--- src/design/xsrg_pkg.sv ---
// Shared types, constants and mixing functions for the xorshift1024* range generator.
// No dependencies.
package xsrg_pkg;

    localparam int WORD_CNT = 16;
    localparam int PTR_W    = 4;

    localparam logic [63:0] MUL64   = 64'd2685821657736338717;
    localparam logic [63:0] MUL1024 = 64'd1181783497276652981;
    localparam logic [63:0] ALL_ONES = 64'hFFFF_FFFF_FFFF_FFFF;

    // request kinds carried on s_axis_tuser
    localparam logic REQ_RESEED = 1'b0;
    localparam logic REQ_DRAW   = 1'b1;

    typedef logic [63:0] word_t;
    typedef logic [PTR_W-1:0] ptr_t;

    // xorshift64 state update (shifts 12, 25, 27)
    function automatic word_t xs64(input word_t s);
        word_t x;
        x = s;
        x = x ^ (x >> 12);
        x = x ^ (x << 25);
        x = x ^ (x >> 27);
        return x;
    endfunction

    // xorshift1024 word mix (shifts 31, 11, 30)
    function automatic word_t xs1024(input word_t a, input word_t b);
        word_t bb;
        word_t aa;
        bb = b ^ (b << 31);
        bb = bb ^ (bb >> 11);
        aa = a ^ (a >> 30);
        return aa ^ bb;
    endfunction

endpackage

--- src/design/xsrg_div.sv ---
// Restoring 64-bit divider, one quotient bit per cycle; only the remainder is kept.
// Depends on xsrg_pkg.
module xsrg_div (
    input  logic            clk,
    input  logic            rst_n,
    input  logic            start,
    input  xsrg_pkg::word_t dividend,
    input  xsrg_pkg::word_t divisor,
    output logic            done,
    output xsrg_pkg::word_t rem
);
    import xsrg_pkg::*;

    logic [6:0]  cnt_reg;
    logic        busy_reg, done_reg;
    word_t       dvd_reg, dsr_reg, rem_reg;
    logic [64:0] trial;
    logic [64:0] diff;

    assign trial = {rem_reg, dvd_reg[63]};
    assign diff  = trial - {1'b0, dsr_reg};

    always_ff @(posedge clk or negedge rst_n)
    begin
        if (!rst_n)
        begin
            busy_reg <= 1'b0;
            done_reg <= 1'b0;
            cnt_reg  <= '0;
        end
        else
        begin
            done_reg <= 1'b0;
            if (!busy_reg && start)
            begin
                busy_reg <= 1'b1;
                cnt_reg  <= 7'd64;
            end
            else if (busy_reg)
            begin
                cnt_reg <= cnt_reg - 7'd1;
                if (cnt_reg == 7'd1)
                begin
                    busy_reg <= 1'b0;
                    done_reg <= 1'b1;
                end
            end
        end
    end

    always_ff @(posedge clk)
    begin
        if (!busy_reg && start)
        begin
            dvd_reg <= dividend;
            dsr_reg <= divisor;
            rem_reg <= '0;
        end
        else if (busy_reg)
        begin
            dvd_reg <= {dvd_reg[62:0], 1'b0};
            rem_reg <= diff[64] ? trial[63:0] : diff[63:0];
        end
    end

    assign done = done_reg;
    assign rem  = rem_reg;

endmodule

--- config.mk ---
export PLATFORM = sky130hd
export DESIGN_NAME = xsrg_div
export DESIGN_NICKNAME = d
export VERILOG_FILES = /design/src/design/xsrg_pkg.sv /design/src/design/xsrg_div.sv
export SDC_FILE = /design/constraint.sdc
export NUM_CORES = 1
export LEC_CHECK = 0
export BUFFER_PORTS_ARGS = -buffer_cell sky130_fd_sc_hd__buf_4
export CAP_MARGIN = 20
export CORE_ASPECT_RATIO = 0.75
export CORE_MARGIN = 10
export CORE_UTILIZATION = 40
export DETAILED_ROUTE_END_ITERATION = 6
export PLACE_DENSITY = 0.67
export SLEW_MARGIN = 20
export SYNTH_ARGS = -nofsm -noshare
export SYNTH_HDL_FRONTEND = slang
export SYNTH_SLANG_ARGS = --single-unit
export TNS_END_PERCENT = 20
--- constraint.sdc ---
create_clock -name clk -period 3.8 [get_ports clk]
set_input_delay 0.19 -clock clk [delete_from_list [all_inputs] [get_ports clk]]
set_output_delay 0.19 -clock clk [all_outputs]
set_load 0.03 [all_outputs]
Word-level counts from Yosys, hierarchy flattened
Index checks and enable logic that the tools add are counted.

word-level totals
  register bits = 201
  bits in latches = 0
  memory bits (writable) = 0
  memory bits (read-only) = 0
  input bits = 131
  output and inout port bits = 65
  word-level logic and storage cells = 23
  memories = 0

cells by class
  $add $sub $neg = 2
  $mul = 0
  div/mod/pow operators = 0
  magnitude comparators = 0
  equality and inequality tests = 1
  shift operators = 0
  mux-type cells = 11
  bitwise gates (word level) = 0
  reductions and logical operators = 3

operators with widths
  kind                                              number
  two-way mux 64 bit                                3
  subtractor 65 x 64 -> 65 bit                      1
  two-way mux 7 bit                                 2
  == test 7 x 1 -> 1 bit, second input constant     1
  subtractor 7 x 1 -> 7 bit, second input constant  1
  two-way mux 1 bit                                 6
  nonzero test 2 bit                                1
  logical AND 1 bit                                 1
  logical NOT 1 bit                                 1

Longest topological paths before layout
  depth in word-level cells = 4
  gate-level depth with buffers = 16
  depth with buffers taken out = 13

Worst setup path before layout
Ideal clock, no wire load.

  path kind = register -> register
  from = register rem_reg[0], in the netlist rem[0]
  to = register rem_reg[60], in the netlist rem[60]
  arrival = 3.140 ns
  path slack = 0.539 ns
  cell stages (with the launch flop) = 13
  path through = dfxtp_1 > inv_1 > fa_1 > nand2b_1 > a21oi_2 > o21ai_1 > o21ai_2 > a41o_2 > a41oi_2 > o41a_4 > o31ai_1 > xor2_1 > a221o_1

on the way
  word-level cells in the longest chain between the ends = 2

RTL lines
  what                          RTL line        RTL
  from (decl)                   xsrg_div.sv:16  word_t dvd_reg, dsr_reg, rem_reg;
  from (signal assigned)        xsrg_div.sv:62  rem_reg <= diff[64] ? trial[63:0] : diff[63:0];
  subtractor 65 x 64 -> 65 bit  xsrg_div.sv:21  assign diff = trial - {1'b0, dsr_reg};
  two-way mux 64 bit            xsrg_div.sv:62

Every way passes these cells.
A chain may end at the register's enable or synchronous reset.

Final worst setup path
  from = register dvd_reg[63]
  to = register rem_reg[2], in the netlist rem[2]

on the way
  word-level cells in the longest chain between the ends = 2

RTL lines
  what                          RTL line        RTL
  from (decl)                   xsrg_div.sv:16
  from (signal assigned)        xsrg_div.sv:55  dvd_reg <= dividend;
  from (signal assigned)        xsrg_div.sv:61  dvd_reg <= {dvd_reg[62:0], 1'b0};
  subtractor 65 x 64 -> 65 bit  xsrg_div.sv:21
  two-way mux 64 bit            xsrg_div.sv:62

Every way passes these cells.

==> metrics <==
Routed Antenna Nets=0; RePlAce Congestion=0.939; Synth Instances=1255; status=finished clean; final setup TNS=0 ps; Worst Path Arrival=between 3000 and 4000 ps; LEAKAGE=7.07 nW; Synth top cells by count=264 x nand2_1, 128 x edfxtp_1, 95 x a21oi_1, 91 x inv_1, 66 x ha_1; count of input and output buffers=195; drc violations=0; Clock Path Buffers=3; placed instance count=1794; largest net degree at the start of global routing=86; Initial Util=0.407; final setup fails=0; Antenna Cells=0; xor/xnor share of the synthesized area=0.0471; RSZ-0062 raised after global routing=no; Pre-Repair DR Iteration Count=7; CTS Buf Count=22; first-pass GRT wire length=just under 60000 um; Setup crit start=dvd_reg[63]; detailed router's first-iteration violation count=~1000; r2r endpoint=rem[2]; Hold WC Path Type=input pin to async pin; met1 GRT Util=0.267; # fillers=2629; Worst-Margin Slew=981 ps; cell count along the critical path=15; max cap viols=0; H-tree levels=1; DP HPWL=25600 um; max incr delay on CP=400 ps; Worst Path Buf+Inv=3; area of the core=29200 um^2; register bit total from synthesis=201; Die Width=219 um; period utilization=0.925; complex-gate fraction of the synthesized area=0.179; grt met2 use=0.294; Startpoint Class=register; slew margin rel.=0.346; row cnt=54; Setup Skew=17.1 ps; post-synth top area cell=edfxtp_1; Post-synth EDFFs=128; root buffer cell=clkbuf_16; vias in the first global route=10400; post-cts gate resize count=0; worst setup path endpoint=rem[2]; antenna violations before repair=0; sequential fraction of the synthesis area=0.451; mux cell area share after synthesis=0.0424; Cell variety after synth=74; GR Util met3=0.0490; CP Class=register to register; Synth warnings=0; Power Dens Cells=slightly above 900 nW/um^2; largest family of logic cells by synthesized area=compound AO/OA/AOI/OAI gates; Die Y=between 150 and 200 um; gr usage total=0.193; synth-to-layout area growth=32.8%; share of cells above drive strength 1=0.192; post-synthesis simple-gate area fraction=0.155; Layout Cells excl Fill=1967; CP Data Required Time=4230 ps; crit-path leading delay family=compound AO/OA/AOI/OAI gates; post-detailed-route wirelength per cell=18.6 um; clock slew seen by the registers of the worst setup and hold paths=60 ps; Final Max Tran Viols=0; layer with the highest usage=met2; final net count=roughly 1800; R2R cell count=15; CTS tree=done; R2R Setup Slk=about 290 ps; DIE AREA=37100 um^2; Synth Cell Area=~12000 um^2; top cell type's share of synthesized area=0.324; synth top area cells=edfxtp_1 32%, dfxtp_1 11%, nand2_1 8.3%, ha_1 7.0%, a21oi_1 4.0%; main flop type after synthesis=edfxtp_1; Post-Syn Area per Cell=9.46 um^2; syn_nets=approximately 1500; gr ovfl total=0; total wire length=between 30000 and 40000 um; count leader, synth=nand2_1; Vias=10600; Fin. Hold Viols=0; # clock sinks=201; fmax=285 MHz; asr flop ratio synth=0.0448; CP max stage cell=fa_1; Final Hold Slack=63.7 ps; clk_lat worst skew=540 ps; Critical R2R Launch=dvd_reg[63]; Via density=5.37; crit-path max FO=25; io pins=196; Worst setup EP type=register; VDD IR max=0.421 mV; Synth Area in Adders=0.0712; minimum clock period=3510 ps; critical-path cell list=inv_1, ha_1, fa_1, nand2b_1, a21oi_2, o21ai_1, o21ai_1, a31o_1, o21ai_2, o211ai_2, xor2_4, buf_12, buf_12, mux2_2, a22o_1
==> timing repair <==
action / in CTS / in global routing
buffers inserted: 0 / 2
hold endpoints to repair: 139 / 0
setup endpoints to repair: 0 / 17
hold buffers: 130 / 0
==> layout by cell type (no fill, tap or decap), types with 25 or more instances in the layout <==
cell,instances
buf_4,206
mux2_2,26
ha_1,66
nor2_1,44
a22o_1,36
a21oi_1,95
dfxtp_1,64
edfxtp_1,128
nand4_1,25
xnor2_1,36
nand2_1,264
xor2_1,26
inv_1,89
o21ai_0,43
dlygate4sd3_1,130
==> layout make-up <==
type / instances / area, um^2 / area share
sequential: 201 / 5350 / 0.339
clock buffer: 26 / 566 / 0.0359
multi-input combinational: 902 / 5890 / 0.374
inverter: 91 / 344 / 0.0218
clock inverter: 14 / 169 / 0.0107
tap: 392 / 490 / 0.0311
timing repair buffer: 341 / 2950 / 0.187
==> how the worst min path moves through the flow <==
| stage | from | to | depth (start not counted) |
|---|---|---|---|
| 2_1_floorplan | rst_n | busy_reg | 0 |
| 3_3_place_gp | rst_n | cnt_reg[0] | 1 |
| 3_5_place_dp | rst_n | cnt_reg[0] | 1 |
| 4_1_cts | rst_n | cnt_reg[0] | 2 |
| 5_1_grt | rst_n | busy_reg | 2 |
| 6_report | rst_n | cnt_reg[0] | 2 |
==> power breakdown <==
| part | switching (W) | total, W | internal (W) |
|---|---|---|---|
| registers | 0.000600 | 0.00381 | 0.00321 |
| logic | 0.00455 | 0.00827 | 0.00372 |
| clock network | 0.000938 | 0.00222 | 0.00128 |
| total | 0.00609 | 0.0143 | 0.00821 |
==> per-stage QoR <==
step	worst slack (ps)	power (W)	utilization	instance area (um^2)
6_report	285	0.0143	0.540	15800
5_1_grt	43.2	0.0153	0.540	15800
4_1_cts	213	0.0141	0.538	15700
3_5_place_dp	232	0.0117	0.469	13700
3_3_place_gp	331	0.0116	0.469	13700
2_1_floorplan	539	0.00959	-	11900
==> logic make-up after synthesis <==
family,Yosys count
multiplexers,43
AO/OA/AOI/OAI,310
AND/OR/NAND/NOR,419
flip-flops,201
adder cells (fa/ha/maj),67
XOR/XNOR,63
buffers and inverters,152
==> per-layer routing <==
layer	up-vias	part of all wire
met5	-	0
met4	0	0.025
met3	59	0.080
met2	393	0.45
met1	5026	0.45
li1	5080	-
Power figures use the tool's default switching activity.
