===== src/design/xsrg_ram.sv =====
// Generic single-write, single-read synchronous RAM with registered read data.
// No dependencies.
module xsrg_ram #(
    parameter int WIDTH = 64,
    parameter int DEPTH = 16
) (
    input  logic                     clk,
    input  logic                     we,
    input  logic [$clog2(DEPTH)-1:0] waddr,
    input  logic [WIDTH-1:0]         wdata,
    input  logic [$clog2(DEPTH)-1:0] raddr,
    output logic [WIDTH-1:0]         rdata
);

    logic [WIDTH-1:0] mem [DEPTH];

    always_ff @(posedge clk)
    begin
        if (we)
        begin
            mem[waddr] <= wdata;
        end
        rdata <= mem[raddr];
    end

endmodule


===== config.mk =====
export PLATFORM = sky130hd
export DESIGN_NAME = xsrg_ram
export DESIGN_NICKNAME = d
export VERILOG_FILES = /design/src/design/xsrg_ram.sv
export SDC_FILE = /design/constraint.sdc
export NUM_CORES = 1
export LEC_CHECK = 0
export BUFFER_PORTS_ARGS = -buffer_cell sky130_fd_sc_hd__buf_2
export CORE_ASPECT_RATIO = 1.75
export CORE_MARGIN = 2
export CORE_UTILIZATION = 35
export CTS_CLUSTER_DIAMETER = 200
export DETAILED_ROUTE_END_ITERATION = 8
export PLACE_DENSITY_LB_ADDON = 0.25
export SETUP_SLACK_MARGIN = 0.2
export SKIP_CTS_REPAIR_TIMING = 1
export SLEW_MARGIN = 20
export SYNTH_ARGS = -nofsm -noshare
export SYNTH_HDL_FRONTEND = slang
export SYNTH_SLANG_ARGS = --single-unit

===== constraint.sdc =====
create_clock -name clk -period 10.6 [get_ports clk]
set_input_delay 1.06 -clock clk [delete_from_list [all_inputs] [get_ports clk]]
set_output_delay 1.06 -clock clk [all_outputs]
set_load 0.01 [all_outputs]

# Word level (Yosys, flattened, before mapping)
# Memory sizes are Yosys's and may differ from the RTL's. A register that Yosys moved wholly into a read port is not among the register bits.
# Cells that the tools add are included.
# op_classes
muxes	2
# op_table
op	count
$mux 1	2
# word_totals
word_cells	3
mem_bits_rw	1024
memories	1
in_bits	74
register_bits	0
# mem_list
name	words	width	rd	rd_clocked_by_memory_dff	write_ports	line_no	text
mem	16	64	1	1	1	15	logic [WIDTH-1:0] mem [DEPTH];

# Logic depth before layout (Yosys ltp)
# Gate-level depths: netlist of the first run.
# depth
word_depth	2
depth_mapped	6

# Worst setup path after synthesis of the first run
# Ideal clock, no wire load.
# synth_path
path_kind	input -> register
from	input waddr[2]
to	memory mem[0][0] (enable)
path_stages	2
arrival_time_ps	5923
setup_time_ps	565
required_time_ps	10035
setup_slack_ps	4111
path_buffers	0
path_cell_list	or3b_2 nor3_1
# synth_rtl
item	line_no	text
start, declared	9	input logic [$clog2(DEPTH)-1:0] waddr,
end, declared	15	
# Straight into the memory's write port.

==> results of run 1 <==
per-stage QoR:
stage                     util [%]  total power (uW)  setup WS, ps  hold slack [ps]
final                         40.4              8760          6860              655
after global routing          40.4              9050          6470              694
after CTS                     40.3              8870          6770              655
after detailed placement      37.5              5360          6040              655
after global placement        37.5              5350          6090              641
after floorplan                  -              5170          4110              635
per-layer routing:
metal,vias to the layer above,track usage (%),wire length [um]
li1,7423,-,-
met1,9770,20.9,38300
met2,449,27.7,48400
met3,122,2.65,4150
met4,14,4.34,1760
met5,-,0,93
cell usage in the layout, fill, tap and decap left out, types with 2 or more instances in the layout:
cell and count:
nand2b_1 2, nor2_4 13, clkinvlp_4 2, nor2b_4 2, edfxtp_1 1024, dfxtp_1 64, buf_16 2, buf_4 41
buf_8 2, diode_2 6, nand3b_1 2, clkinv_4 2, inv_6 4, bufinv_16 8, clkinv_2 25, clkbuf_16 98
clkbuf_8 10, nor3_2 4, clkinv_1 13, mux4_2 256, clkbuf_1 12, buf_2 135, a22oi_1 128, nand2_1 65
path summary, 6_finish.rpt:
check / from / cells after the start / end / slack (ps)
worst max-delay path: raddr[0] / 7 / rdata[39] / 6860
worst min-delay path: mem[12][34] / 3 / rdata[34] / 660
worst min register to register: mem[12][34] / 3 / rdata[34] / 660
worst max register to register: mem[3][5] / 3 / rdata[5] / 9180
sequential cells by signal (all words and copies together) (netlist names):
signal,count
rdata,64
mem,1024
cell families after synthesis:
family	Yosys count	share of synthesized area, %
buf+inv	84	1.14
mux	256	14.6
compound gates	128	2.43
simple gates	91	0.942
flops	1088	80.9
cell type report:
cell class | count | area, um2
Clock inverter | 56 | 509
Clock buffer | 120 | 2640
Antenna cell | 6 | 15.0
Timing Repair Buffer | 182 | 1100
Multi-Input combinational cell | 475 | 7230
Fill cell | 9741 | 67000
Tap cell | 1485 | 1860
Sequential cell | 1088 | 32000
critical path: cells and delay by family:
| family | cells | cell delay [ps] |
|---|---|---|
| mux | 1 | 610 |
| buf+inv | 4 | 2060 |
| simple gates | 1 | 80 |
| compound gates | 1 | 220 |
where the power goes:
part / switching [uW] / leakage [uW] / internal [uW]
Combinational: 250 / 0.00302 / 167
Clock: 1540 / 0.00156 / 1960
Sequential: 36.0 / 0.00979 / 4810
==> metrics.cfg, run 1 <==
[place]
gp_congestion=0.681
dp_hpwl_um=45200
port_buffers=137
placed_cell_area_um2=42200
placedCellCount=3228

[worst_setup_path]
crit_required_ps=11160
crit_slowest_cell=buf_4
critPathMaxFanout=83
critical_path.max_stage_delay_ps=870
worstPathArrival_ps=4300
crit_chain=buf_8 > buf_12 > buf_16 > buf_4 > mux4_2 > a22oi_1 > nand2_1
cp-start-kind=primary input
end_kind=register
crit_type=in2reg

[logic_synthesis]
netlist_area_um2=39600
async_flop_share_pct=0
syn-num-nets=1721
synth_edf_count=1024
synth_seq_cells=1088
avgSynthCellArea_um2=24.0
synth_most_common_cell=edfxtp_1
synth_ff_type=edfxtp_1
netlist_top_cells_count=edfxtp_1, mux4_2, a22oi_1
synth.distinct_cells=18
ys_top_cells_by_area=edfxtp_1, mux4_2, dfxtp_1
yosysSeqAreaShare_pct=80.9
synth_top_area_share_pct=77.7
yosysWarnings=0
yosysTopAreaCell=edfxtp_1
synth_cells=1647

[timing]
setup-tns-final_ps=0
fin_crit_sh_pct=35.3
max-slew-margin-rel_pct=33.8
slew_violations=0
fmax_ghz=0.267
worst_pin_slew_ps=994
period_needed_ps=3740
finalSetupViolations=0
hold_violations=0
clock_skew_ps=26.3
grt_setup_unrepaired=false

[flow_run]
maxCapViolations=0

[finish]
layout.cells.non_filler=3412
area_delta_synth_final_pct=14.7
fin_area_um2=45400
fin_nets=1915
drive_gt1_share_pct=31.8

[drt]
drcViolationCount=0
drtAntennaViolNets=0
wl_per_cell_um=27.2
num_vias=17800
drt-pass1-iter-count=6
routed_wl_um=92700
first_iter_violations=1597
vias_per_cell=5.21

[hold_path]
hp-class=reg2reg

[power]
leakagePower_uw=0.0144
ir_drop_uv=130
pwr_density_cell_nw_per_um2=193

[floorplanning]
die_y_um=449
io_pins=138
die_x_um=258
core_um2=112000
rows=163
start_util_pct=35.2
die-area_um2=116000

[global_route]
grt_pass1_wl_um=134000
grt_overflow=0
track_usage_pct=16.0
grt_max_degree=119
grt_antenna_before_repair=17
grt_pass1_vias=19100

[cts]
htree_num_levels=3
cts_inserted_buffers=94
clk_pin_slew_ps=70
cts_root_buf=clkbuf_16
clock_sink_count=1088
cts_buffer_depth=3
tritoncts=yes
insertion_delay_ps=680

[status]
status=completed

No activity file was read; power rests on OpenSTA's default activity.
==> run 2, diff against run 1 <==
Clock period 10.6 ns to 3.48 ns, I/O delays scaled along.
==> run 2 against run 1 <==
Net effect:
- die area stayed put
- global-route usage fell by 0.052 points
- worst setup slack got worse by 5000 ps
- highest routed layer unchanged
- clock skew is 1.2 ps lower
- power grew to 3.1 times the previous value
- flip-flop and latch count stayed put
- combinational power increased to 3.1 times the previous value
- sequential power increased to 3.0 times the previous value
- non-clock buffer count down 4
- critical path depth is 6 lower
- first-iteration DRC count is 1.9% lower
- wire length fell by 1.3%
==> metrics.cfg, run 2 (synthesized netlist as in run 1, its figures left out) <==
[status]
status=completed

[drt]
drcViolationCount=0  ; unchanged
drtAntennaViolNets=0  ; unchanged
drt-pass1-iter-count=5  ; -1
routed_wl_um=91500  ; -1.3%
num_vias=17900  ; +0.96%
wl_per_cell_um=26.9  ; -1.1%
first_iter_violations=1566  ; -1.9%
vias_per_cell=5.27  ; +1.1%

[global_route]
grt_overflow=0  ; unchanged
track_usage_pct=16.0  ; -0.052 points
grt_max_degree=65  ; -45%
grt_pass1_vias=19600  ; +2.6%
grt_antenna_before_repair=23  ; +6
grt_pass1_wl_um=134000  ; -0.20%

[finish]
reg.largest.list=mem: 1024 flops, rdata: 64 flops
area_delta_synth_final_pct=15.8
final_cell_mix=edfxtp_1, mux4_2, buf_2
largest_reg_flops=1024  ; unchanged
fin_nets=1913  ; -0.10%
drive_gt1_share_pct=31.5  ; -0.24 points
utilization_pct=40.8  ; +0.40 points
final_common_cell=edfxtp_1
top_register=mem
nFillCells=9716  ; -0.26%
layout.cells.non_filler=3407  ; -0.15%

[worst_setup_path]
worstPathArrival_ps=1300  ; -3000 ps
worst_path_dominant_cell_family=flip-flops
end_kind=primary output
crit_slowest_cell=dfxtp_1
crit_type=reg2out
crit_required_ps=3130  ; -8030 ps
critical_path.max_stage_delay_ps=450  ; -420 ps
crit_buf_inv=1  ; -3
cp-start-kind=register
critPathMaxFanout=1  ; -99%
crit_chain=buf_2

[timing]
period_needed_ps=1650
fin_crit_sh_pct=47.5
worst_pin_slew_ps=784  ; -210 ps
hold_violations=0  ; unchanged
max-slew-margin-rel_pct=47.7  ; +14 points
grt_setup_unrepaired=false
slew_violations=0  ; unchanged
setup-tns-final_ps=0  ; unchanged
clock_skew_ps=25.1  ; -1.20 ps
finalSetupViolations=0  ; unchanged
hold_ws_ps=35.8  ; -620 ps
fmax_ghz=0.605

[floorplanning]
rows=163  ; unchanged
io_pins=138  ; unchanged
die_y_um=449  ; unchanged
core_um2=112000  ; unchanged
start_util_pct=35.2  ; unchanged
die_x_um=258  ; unchanged
die-area_um2=116000  ; unchanged

[hold_path]
hp-class=in2reg

[place]
placedCellCount=3226  ; -0.062%
dp_hpwl_um=42600  ; -5.7%
gp_congestion=0.681  ; about the same
port_buffers=137  ; unchanged

[cts]
cts_buffer_depth=3  ; unchanged
clk_pin_slew_ps=60  ; about the same
htree_num_levels=3  ; unchanged
clock_sink_count=1088  ; unchanged
cts_root_buf=clkbuf_16
insertion_delay_ps=680  ; about the same
cts_inserted_buffers=96  ; +2.1%
tritoncts=yes

[power]
ir_drop_uv=332  ; +150%
leakagePower_uw=0.0145  ; +0.60%
p_total_uw=27100  ; +210%
pwr_density_cell_nw_per_um2=590  ; +210%

[flow_run]
maxCapViolations=0  ; unchanged

run 2: cell types whose count changed in the layout (fill, tap and decap cells not counted), sizes merged:
cell | previous run | this run
clkinvlp | 2 | 10
diode | 6 | 2
buf | 182 | 178
clkinv | 41 | 33
bufinv | 8 | 11
clkbuf | 120 | 123
inv | 5 | 2
run 2: cell type report:
class	count	area [um2]	area share (%)
repair buffers	178	1410	3.08
well taps	1485	1860	4.05
clock inverters	56	588	1.28
clock buffers	123	2680	5.84
flip-flops and latches	1088	32000	69.9
multi-input cells	475	7260	15.8
diodes	2	5.00	0.0109
run 2: routing by layer:
metal / global-route usage [%] / wire (um) / share of wire (%)
met5: 0 / 150 / 0.16
met3: 3.39 / 5630 / 6.2
met1: 21.4 / 38100 / 42
met2: 26.6 / 45700 / 50
met4: 4.29 / 1870 / 2.0
run 2: report_power, final:
group          switching (uW)  total (uW)  internal [uW]
combinational             764        1300            538
sequential                107       14700          14600
clock                    4730       11000           6270
run 2: path summary, 6_finish.rpt:
kind / depth (start not counted) / slack [ps] / startpoint / endpoint
setup reg to reg: 3 / 2120 / mem[10][35] / rdata[35]
setup / recovery: 1 / 1830 / rdata[12] / rdata[12]
hold reg to reg: 3 / 670 / mem[13][29] / rdata[29]
hold / removal: 1 / 40 / wdata[60] / mem[13][60]
run 2: through the flow:
stage               setup slack (ps)  cell area [um2]
floorplan                       -562            39600
CTS                             1700            45800
finish                          1830            45800
detailed placement              1220            42600
global route                    1760            45800
global placement                1240            42600
