[src/design/xsrg_pkg.sv]
// Shared types, constants and mixing functions for the xorshift1024* range generator.
// No dependencies.
package xsrg_pkg;

    localparam int WORD_CNT = 16;
    localparam int PTR_W    = 4;

    localparam logic [63:0] MUL64   = 64'd2685821657736338717;
    localparam logic [63:0] MUL1024 = 64'd1181783497276652981;
    localparam logic [63:0] ALL_ONES = 64'hFFFF_FFFF_FFFF_FFFF;

    // request kinds carried on s_axis_tuser
    localparam logic REQ_RESEED = 1'b0;
    localparam logic REQ_DRAW   = 1'b1;

    typedef logic [63:0] word_t;
    typedef logic [PTR_W-1:0] ptr_t;

    // xorshift64 state update (shifts 12, 25, 27)
    function automatic word_t xs64(input word_t s);
        word_t x;
        x = s;
        x = x ^ (x >> 12);
        x = x ^ (x << 25);
        x = x ^ (x >> 27);
        return x;
    endfunction

    // xorshift1024 word mix (shifts 31, 11, 30)
    function automatic word_t xs1024(input word_t a, input word_t b);
        word_t bb;
        word_t aa;
        bb = b ^ (b << 31);
        bb = bb ^ (bb >> 11);
        aa = a ^ (a >> 30);
        return aa ^ bb;
    endfunction

endpackage

[src/design/xsrg_mul.sv]
// 64x64 multiplier, low 64 bits of the product, one 32x32 partial product per cycle.
// Depends on xsrg_pkg.
module xsrg_mul (
    input  logic          clk,
    input  logic          rst_n,
    input  logic          start,
    input  xsrg_pkg::word_t a,
    input  xsrg_pkg::word_t b,
    output logic          done,
    output xsrg_pkg::word_t prod
);
    import xsrg_pkg::*;

    localparam logic [2:0] PH_IDLE = 3'd0;
    localparam logic [2:0] PH_LL   = 3'd1;
    localparam logic [2:0] PH_LH   = 3'd2;
    localparam logic [2:0] PH_HL   = 3'd3;
    localparam logic [2:0] PH_SUM  = 3'd4;

    logic [2:0]  ph_reg, ph_next;
    word_t       a_reg, b_reg;
    logic [63:0] p0_reg;
    logic [31:0] p1_reg, p2_reg;
    logic [31:0] op_x, op_y;
    logic [63:0] pp;
    logic        done_reg;
    word_t       prod_reg;

    always_comb
    begin
        unique case (ph_reg)
            PH_LH:   begin op_x = a_reg[31:0];  op_y = b_reg[63:32]; end
            PH_HL:   begin op_x = a_reg[63:32]; op_y = b_reg[31:0];  end
            default: begin op_x = a_reg[31:0];  op_y = b_reg[31:0];  end
        endcase
        pp = op_x * op_y;
    end

    always_comb
    begin
        unique case (ph_reg)
            PH_IDLE: ph_next = start ? PH_LL : PH_IDLE;
            PH_LL:   ph_next = PH_LH;
            PH_LH:   ph_next = PH_HL;
            PH_HL:   ph_next = PH_SUM;
            default: ph_next = PH_IDLE;
        endcase
    end

    always_ff @(posedge clk or negedge rst_n)
    begin
        if (!rst_n)
        begin
            ph_reg   <= PH_IDLE;
            done_reg <= 1'b0;
        end
        else
        begin
            ph_reg   <= ph_next;
            done_reg <= (ph_reg == PH_SUM);
        end
    end

    always_ff @(posedge clk)
    begin
        if (ph_reg == PH_IDLE && start)
        begin
            a_reg <= a;
            b_reg <= b;
        end
        if (ph_reg == PH_LL) p0_reg <= pp;
        if (ph_reg == PH_LH) p1_reg <= pp[31:0];
        if (ph_reg == PH_HL) p2_reg <= pp[31:0];
        if (ph_reg == PH_SUM)
        begin
            prod_reg <= p0_reg + {p1_reg + p2_reg, 32'd0};
        end
    end

    assign done = done_reg;
    assign prod = prod_reg;

endmodule

[config.mk]
export PLATFORM = sky130hd
export DESIGN_NAME = xsrg_mul
export DESIGN_NICKNAME = d
export VERILOG_FILES = /design/src/design/xsrg_pkg.sv /design/src/design/xsrg_mul.sv
export SDC_FILE = /design/constraint.sdc
export NUM_CORES = 2
export LEC_CHECK = 0
export BUFFER_PORTS_ARGS = -buffer_cell sky130_fd_sc_hd__buf_2
export CAP_MARGIN = 20
export CELL_PAD_IN_SITES_DETAIL_PLACEMENT = 1
export CELL_PAD_IN_SITES_GLOBAL_PLACEMENT = 2
export CORE_MARGIN = 2
export CORE_UTILIZATION = 36
export DETAILED_ROUTE_END_ITERATION = 8
export PLACE_DENSITY = 0.7
export SYNTH_ARGS = -nofsm -noshare
export SYNTH_HDL_FRONTEND = slang
export SYNTH_SLANG_ARGS = --single-unit
export TNS_END_PERCENT = 1
[constraint.sdc]
create_clock -name clk -period 23.8 [get_ports clk]
set_input_delay 2.38 -clock clk [delete_from_list [all_inputs] [get_ports clk]]
set_output_delay 2.38 -clock clk [all_outputs]
set_load 0.02 [all_outputs]
# ---- After elaboration in Yosys (flattened, before gate mapping)
# Cells that the tools add are included.
dict set report totals {
  out_inout_bits 65
  ff_bits 324
  in_bits 131
}
dict set report op_classes {
  n_mux 4
  add_sub_neg 2
  eq_ne 4
  multipliers 1
  n_reduce_logical 2
}
# operator n
set ops {}
lappend ops {{$add 64x64->64} 1}
lappend ops {{$mul 32x32->64} 1}
lappend ops {{$mux 32} 2}
lappend ops {{$add 32x32->32} 1}
lappend ops {{$pmux 3 s4} 1}
lappend ops {{$eq 3x2->1 const B} 2}
lappend ops {{$eq 3x1->1 const B} 1}
lappend ops {{$eq 3x3->1 const B} 1}
lappend ops {{$logic_not 3->1} 1}
lappend ops {{$logic_and 1x1->1} 1}
lappend ops {{$mux 1} 1}

# ---- Depth between registers and ports, before layout
dict set report depth {
  depth_word 3
  depth_mapped 32
  mapped_depth_nobuf 28
}

# ---- Least setup slack after synthesis
# No wires, ideal clock.
dict set report synth_timing {
  kind {input -> register}
  from {input start}
  to {register ph_reg[0]}
  cell_stages 2
  t_required_ns 23.652
  slack_ns 7.238
  n_path_buf 0
  t_arrival_ns 16.414
  cell_sequence {nor4b_1 > or2_2}
}
dict set report synth_between {
  elab_chain_cells 2
}
# item line
set synth_lines {}
lappend synth_lines {{start: declaration} xsrg_mul.sv:6} ;# input logic start,
lappend synth_lines {{$mux 1} xsrg_mul.sv:42} ;# PH_IDLE: ph_next = start ? PH_LL : PH_IDLE;
lappend synth_lines {{$pmux 3 s4} xsrg_mul.sv:41} ;# unique case (ph_reg)
lappend synth_lines {{via ph_next[0]} xsrg_mul.sv:20} ;# logic [2:0] ph_reg, ph_next;
lappend synth_lines {{end signal: assignment} xsrg_mul.sv:59} ;# ph_reg <= ph_next;
lappend synth_lines {{end: declaration} xsrg_mul.sv:20}
# The timed path passes the listed nets, and every way through them passes these cells.
# A chain may end at the register's enable or synchronous reset.

# ---- Worst setup path in the final report
dict set report layout_timing {
  from {register ph_reg[2]}
  to {register p0_reg[62], data pin}
}
dict set report layout_between {
  elab_chain_cells 3
  word_cells_on_any_way 5
}
# item line
set layout_lines {}
lappend layout_lines {{$eq 3x2->1} xsrg_mul.sv:31} ;# unique case (ph_reg)
lappend layout_lines {{$mux 32} xsrg_mul.sv:31}
lappend layout_lines {{$mul 32x32->64 (*)} xsrg_mul.sv:36} ;# pp = op_x * op_y;
lappend layout_lines {{via pp[62]} xsrg_mul.sv:25} ;# logic [63:0] pp;
lappend layout_lines {{end signal: assignment} xsrg_mul.sv:71} ;# if (ph_reg == PH_LL) p0_reg <= pp;
lappend layout_lines {{end: declaration} xsrg_mul.sv:22} ;# logic [63:0] p0_reg;
# Mark *: on every way through the listed nets, which the timed path passes. The rest lies on a longest branch.

==> metrics.txt <==
Ys Warns 0; RSZ-0062 raised after global routing false; M2 GR Usage 0.423; fin crit period 10.20 ns; CP Class flip-flop to flip-flop; Residual DRC 0; FILL cells 14331; die area 131000 um2; Die X 361 um; top_reg_cell synth edfxtp_1; Top cell by count, worst path fa_1; # IOs 196; CP peak stage delay 0.98 ns; register area 9710 um2; worst slew margin relative to its limit 0.161; pin count of the biggest net entering global routing 94; worst-path cell with the longest stage delay mux2i_4; Hold WS 0.417 ns; EDFF count, synth 320; initial core utilization 0.362; worst reg2reg path depth 27; CP Launch Type flip-flop; hpwl dp 131 mm; Reg clk slew, reported paths 0.06 ns; fin area 50500 um2; DR vias 33530; Pre-antenna DRT Iters 5; global-route usage over all layers 0.260; Num CTS Buffers 40; Non-Filler Instances 6419; post-CTS setup buffers 0; fmax 98.0 MHz; Area after DPL 49300 um2; Mapped Cells 4606; # H-tree levels 2; hold depth 0; wire length per cell 26.2 um; PostCTS Resize Cnt 0; Hold Fails Final Rpt 0; status finished clean; Critical Path Sink Type flip-flop; clk_lat worst skew 0.61 ns; clock root cell clkbuf_16; TNS Setup 0 ns; post-route ant nets 0; nets 6081; synthesis-to-layout area growth 9.85%; Final GP Congestion 0.866; met1 Usage GRT 0.342; slew of the pin with the lowest slew margin 1.23 ns; gr busiest metal met2; first-pass GRT wire length 248 mm; fraction of registers with async set or reset after synthesis 0.0123; number of global-route vias before repair 37133; Final Cycle Share 0.429; Max Slew Vio Count 0; Worst Path Arrival 10.56 ns; worst clock skew 0.0169 ns; Max-cap violations 0; met3 GRT Util 0.0602; multi-input logic area 32600 um2; vias per std cell 5.22; die height 361 um; synthesized area per cell 9.98 um2; Final setup viols 0; clock buffer depth 3; placed cell count 6347; # clock sinks 324; Worst EP required 24.16 ns; Total Wirelength 168 mm; Post-Syn Nets 5960; Hold Buf Count CTS 0; Mapped Area 46000 um2; crit-path max FO 55; Synth Register Bits 324; Hold Path Class flip-flop to flip-flop; Port Buffers 195; share of cells above drive strength 1 0.0940; Iter 0 DRT Violations 2206; initial antenna violation count 4; Cell variety after synth 78; CTS tree yes; register area share after synthesis 0.211; core area 127000 um2; row cnt 131; Overflow after GRT 0
worst max-delay path: cells and delay by family, from the launching register on:
family / cells / cell delay (ns)
AND/OR/NAND/NOR: 2 / 0.43
adder cells (fa/ha/maj): 9 / 4.45
buffers and inverters: 6 / 1.27
flip-flops: 1 / 0.44
multiplexers: 1 / 0.98
AO/OA/AOI/OAI: 9 / 2.28
synth_stat cells (4+ instances only):
library cell  count  area share
a31oi_1           6     0.00082
nand2b_1         13      0.0018
xor2_1           35      0.0067
nor2b_1          12      0.0016
mux2_2           31      0.0076
or2_2             9      0.0012
nor3b_1           7      0.0011
a221o_1           4     0.00087
a221oi_2          4      0.0013
clkbuf_1        166       0.014
or3_1             6     0.00082
o2111ai_1         4     0.00076
nor3_1           17      0.0018
a211oi_1          4     0.00065
nor2_1          637       0.052
and4_1            6      0.0011
buf_2            10      0.0011
edfxtp_1        320        0.21
ha_1            325       0.088
a21o_1           56      0.0091
a21oi_1         123       0.013
buf_1            10     0.00082
o21ai_0          51      0.0055
o31ai_1           4     0.00065
o211ai_1         13      0.0021
fa_1            898        0.39
mux2i_1          64       0.014
inv_1           886       0.072
o21bai_1         25      0.0041
o21a_1           16      0.0026
nand3_1          20      0.0022
nand4_1          25      0.0034
xnor2_1          81       0.015
and3_1           14      0.0019
nand2_1         611       0.050
dfrtp_1           4      0.0022
o21ai_1           5     0.00054
and2_1           16      0.0022
nor4_1            4     0.00054
per-layer routing:
metal  vias up  share of wire
met5         -       0.000077
met4         2          0.039
met3       243          0.076
met2      1074           0.46
met1     17767           0.42
li1      14444              -
cell families after synthesis:
kind of cell	synth area share
and+or+nand+nor	0.124
xor gates and xnor gates	0.0221
AOI/OAI and AO/OA	0.0539
muxes	0.0215
buffers and inverters	0.0883
adders and majority gates	0.479
DFF	0.211
layout by cell type, fill, tap and decap left out, types with 6 or more instances in the layout:
cell | Yosys | routed
a21o_1 | 56 | 56
a21oi_1 | 123 | 123
a31oi_1 | 6 | 6
and2_1 | 16 | 16
and3_1 | 14 | 14
and4_1 | 6 | 6
buf_2 | 10 | 195
buf_4 | 3 | 71
clkbuf_1 | 166 | 9
clkbuf_16 | 0 | 40
clkinv_1 | 0 | 8
clkinv_2 | 0 | 6
edfxtp_1 | 320 | 320
fa_1 | 898 | 898
ha_1 | 325 | 325
inv_1 | 886 | 885
mux2_2 | 31 | 31
mux2i_1 | 64 | 14
mux2i_2 | 0 | 29
mux2i_4 | 0 | 21
nand2_1 | 611 | 608
nand2b_1 | 13 | 13
nand3_1 | 20 | 20
nand4_1 | 25 | 25
nor2_1 | 637 | 637
nor2b_1 | 12 | 12
nor3_1 | 17 | 17
o211ai_1 | 13 | 13
o21a_1 | 16 | 16
o21ai_0 | 51 | 51
o21bai_1 | 25 | 25
or2_2 | 9 | 9
or3_1 | 6 | 6
xnor2_1 | 81 | 81
xor2_1 | 35 | 35
layout make-up:
type	count	area share
Multi-Input combinational cell	3207	0.646
Timing Repair Buffer	268	0.0308
Inverter	886	0.0658
Sequential cell	324	0.192
Tap cell	1662	0.0412
Clock inverter	22	0.00376
Clock buffer	49	0.0205
Antenna cell	1	0.0000495
metrics by stage:
stage | util | setup slack [ns]
after global routing | 0.397 | 13.22
after detailed placement | 0.388 | 13.70
after CTS | 0.397 | 13.68
final | 0.397 | 13.60
after global placement | 0.387 | 13.79
after floorplan | - | 7.24
final timing paths:
kind	from	to	slack, ns
worst max-delay path	ph_reg[2]	p0_reg[62]	13.60
worst min-delay path	p0_reg[13]	prod[13]	0.42
worst max register to register	ph_reg[2]	p0_reg[62]	13.60
worst min register to register	p0_reg[13]	prod[13]	0.42
max in group asynchronous	rst_n	ph_reg[2]	22.10
min in group asynchronous	rst_n	ph_reg[0]	1.57
Power is not shown: default switching activity piles up to over one toggle a cycle in this logic, so the estimate is an artifact.
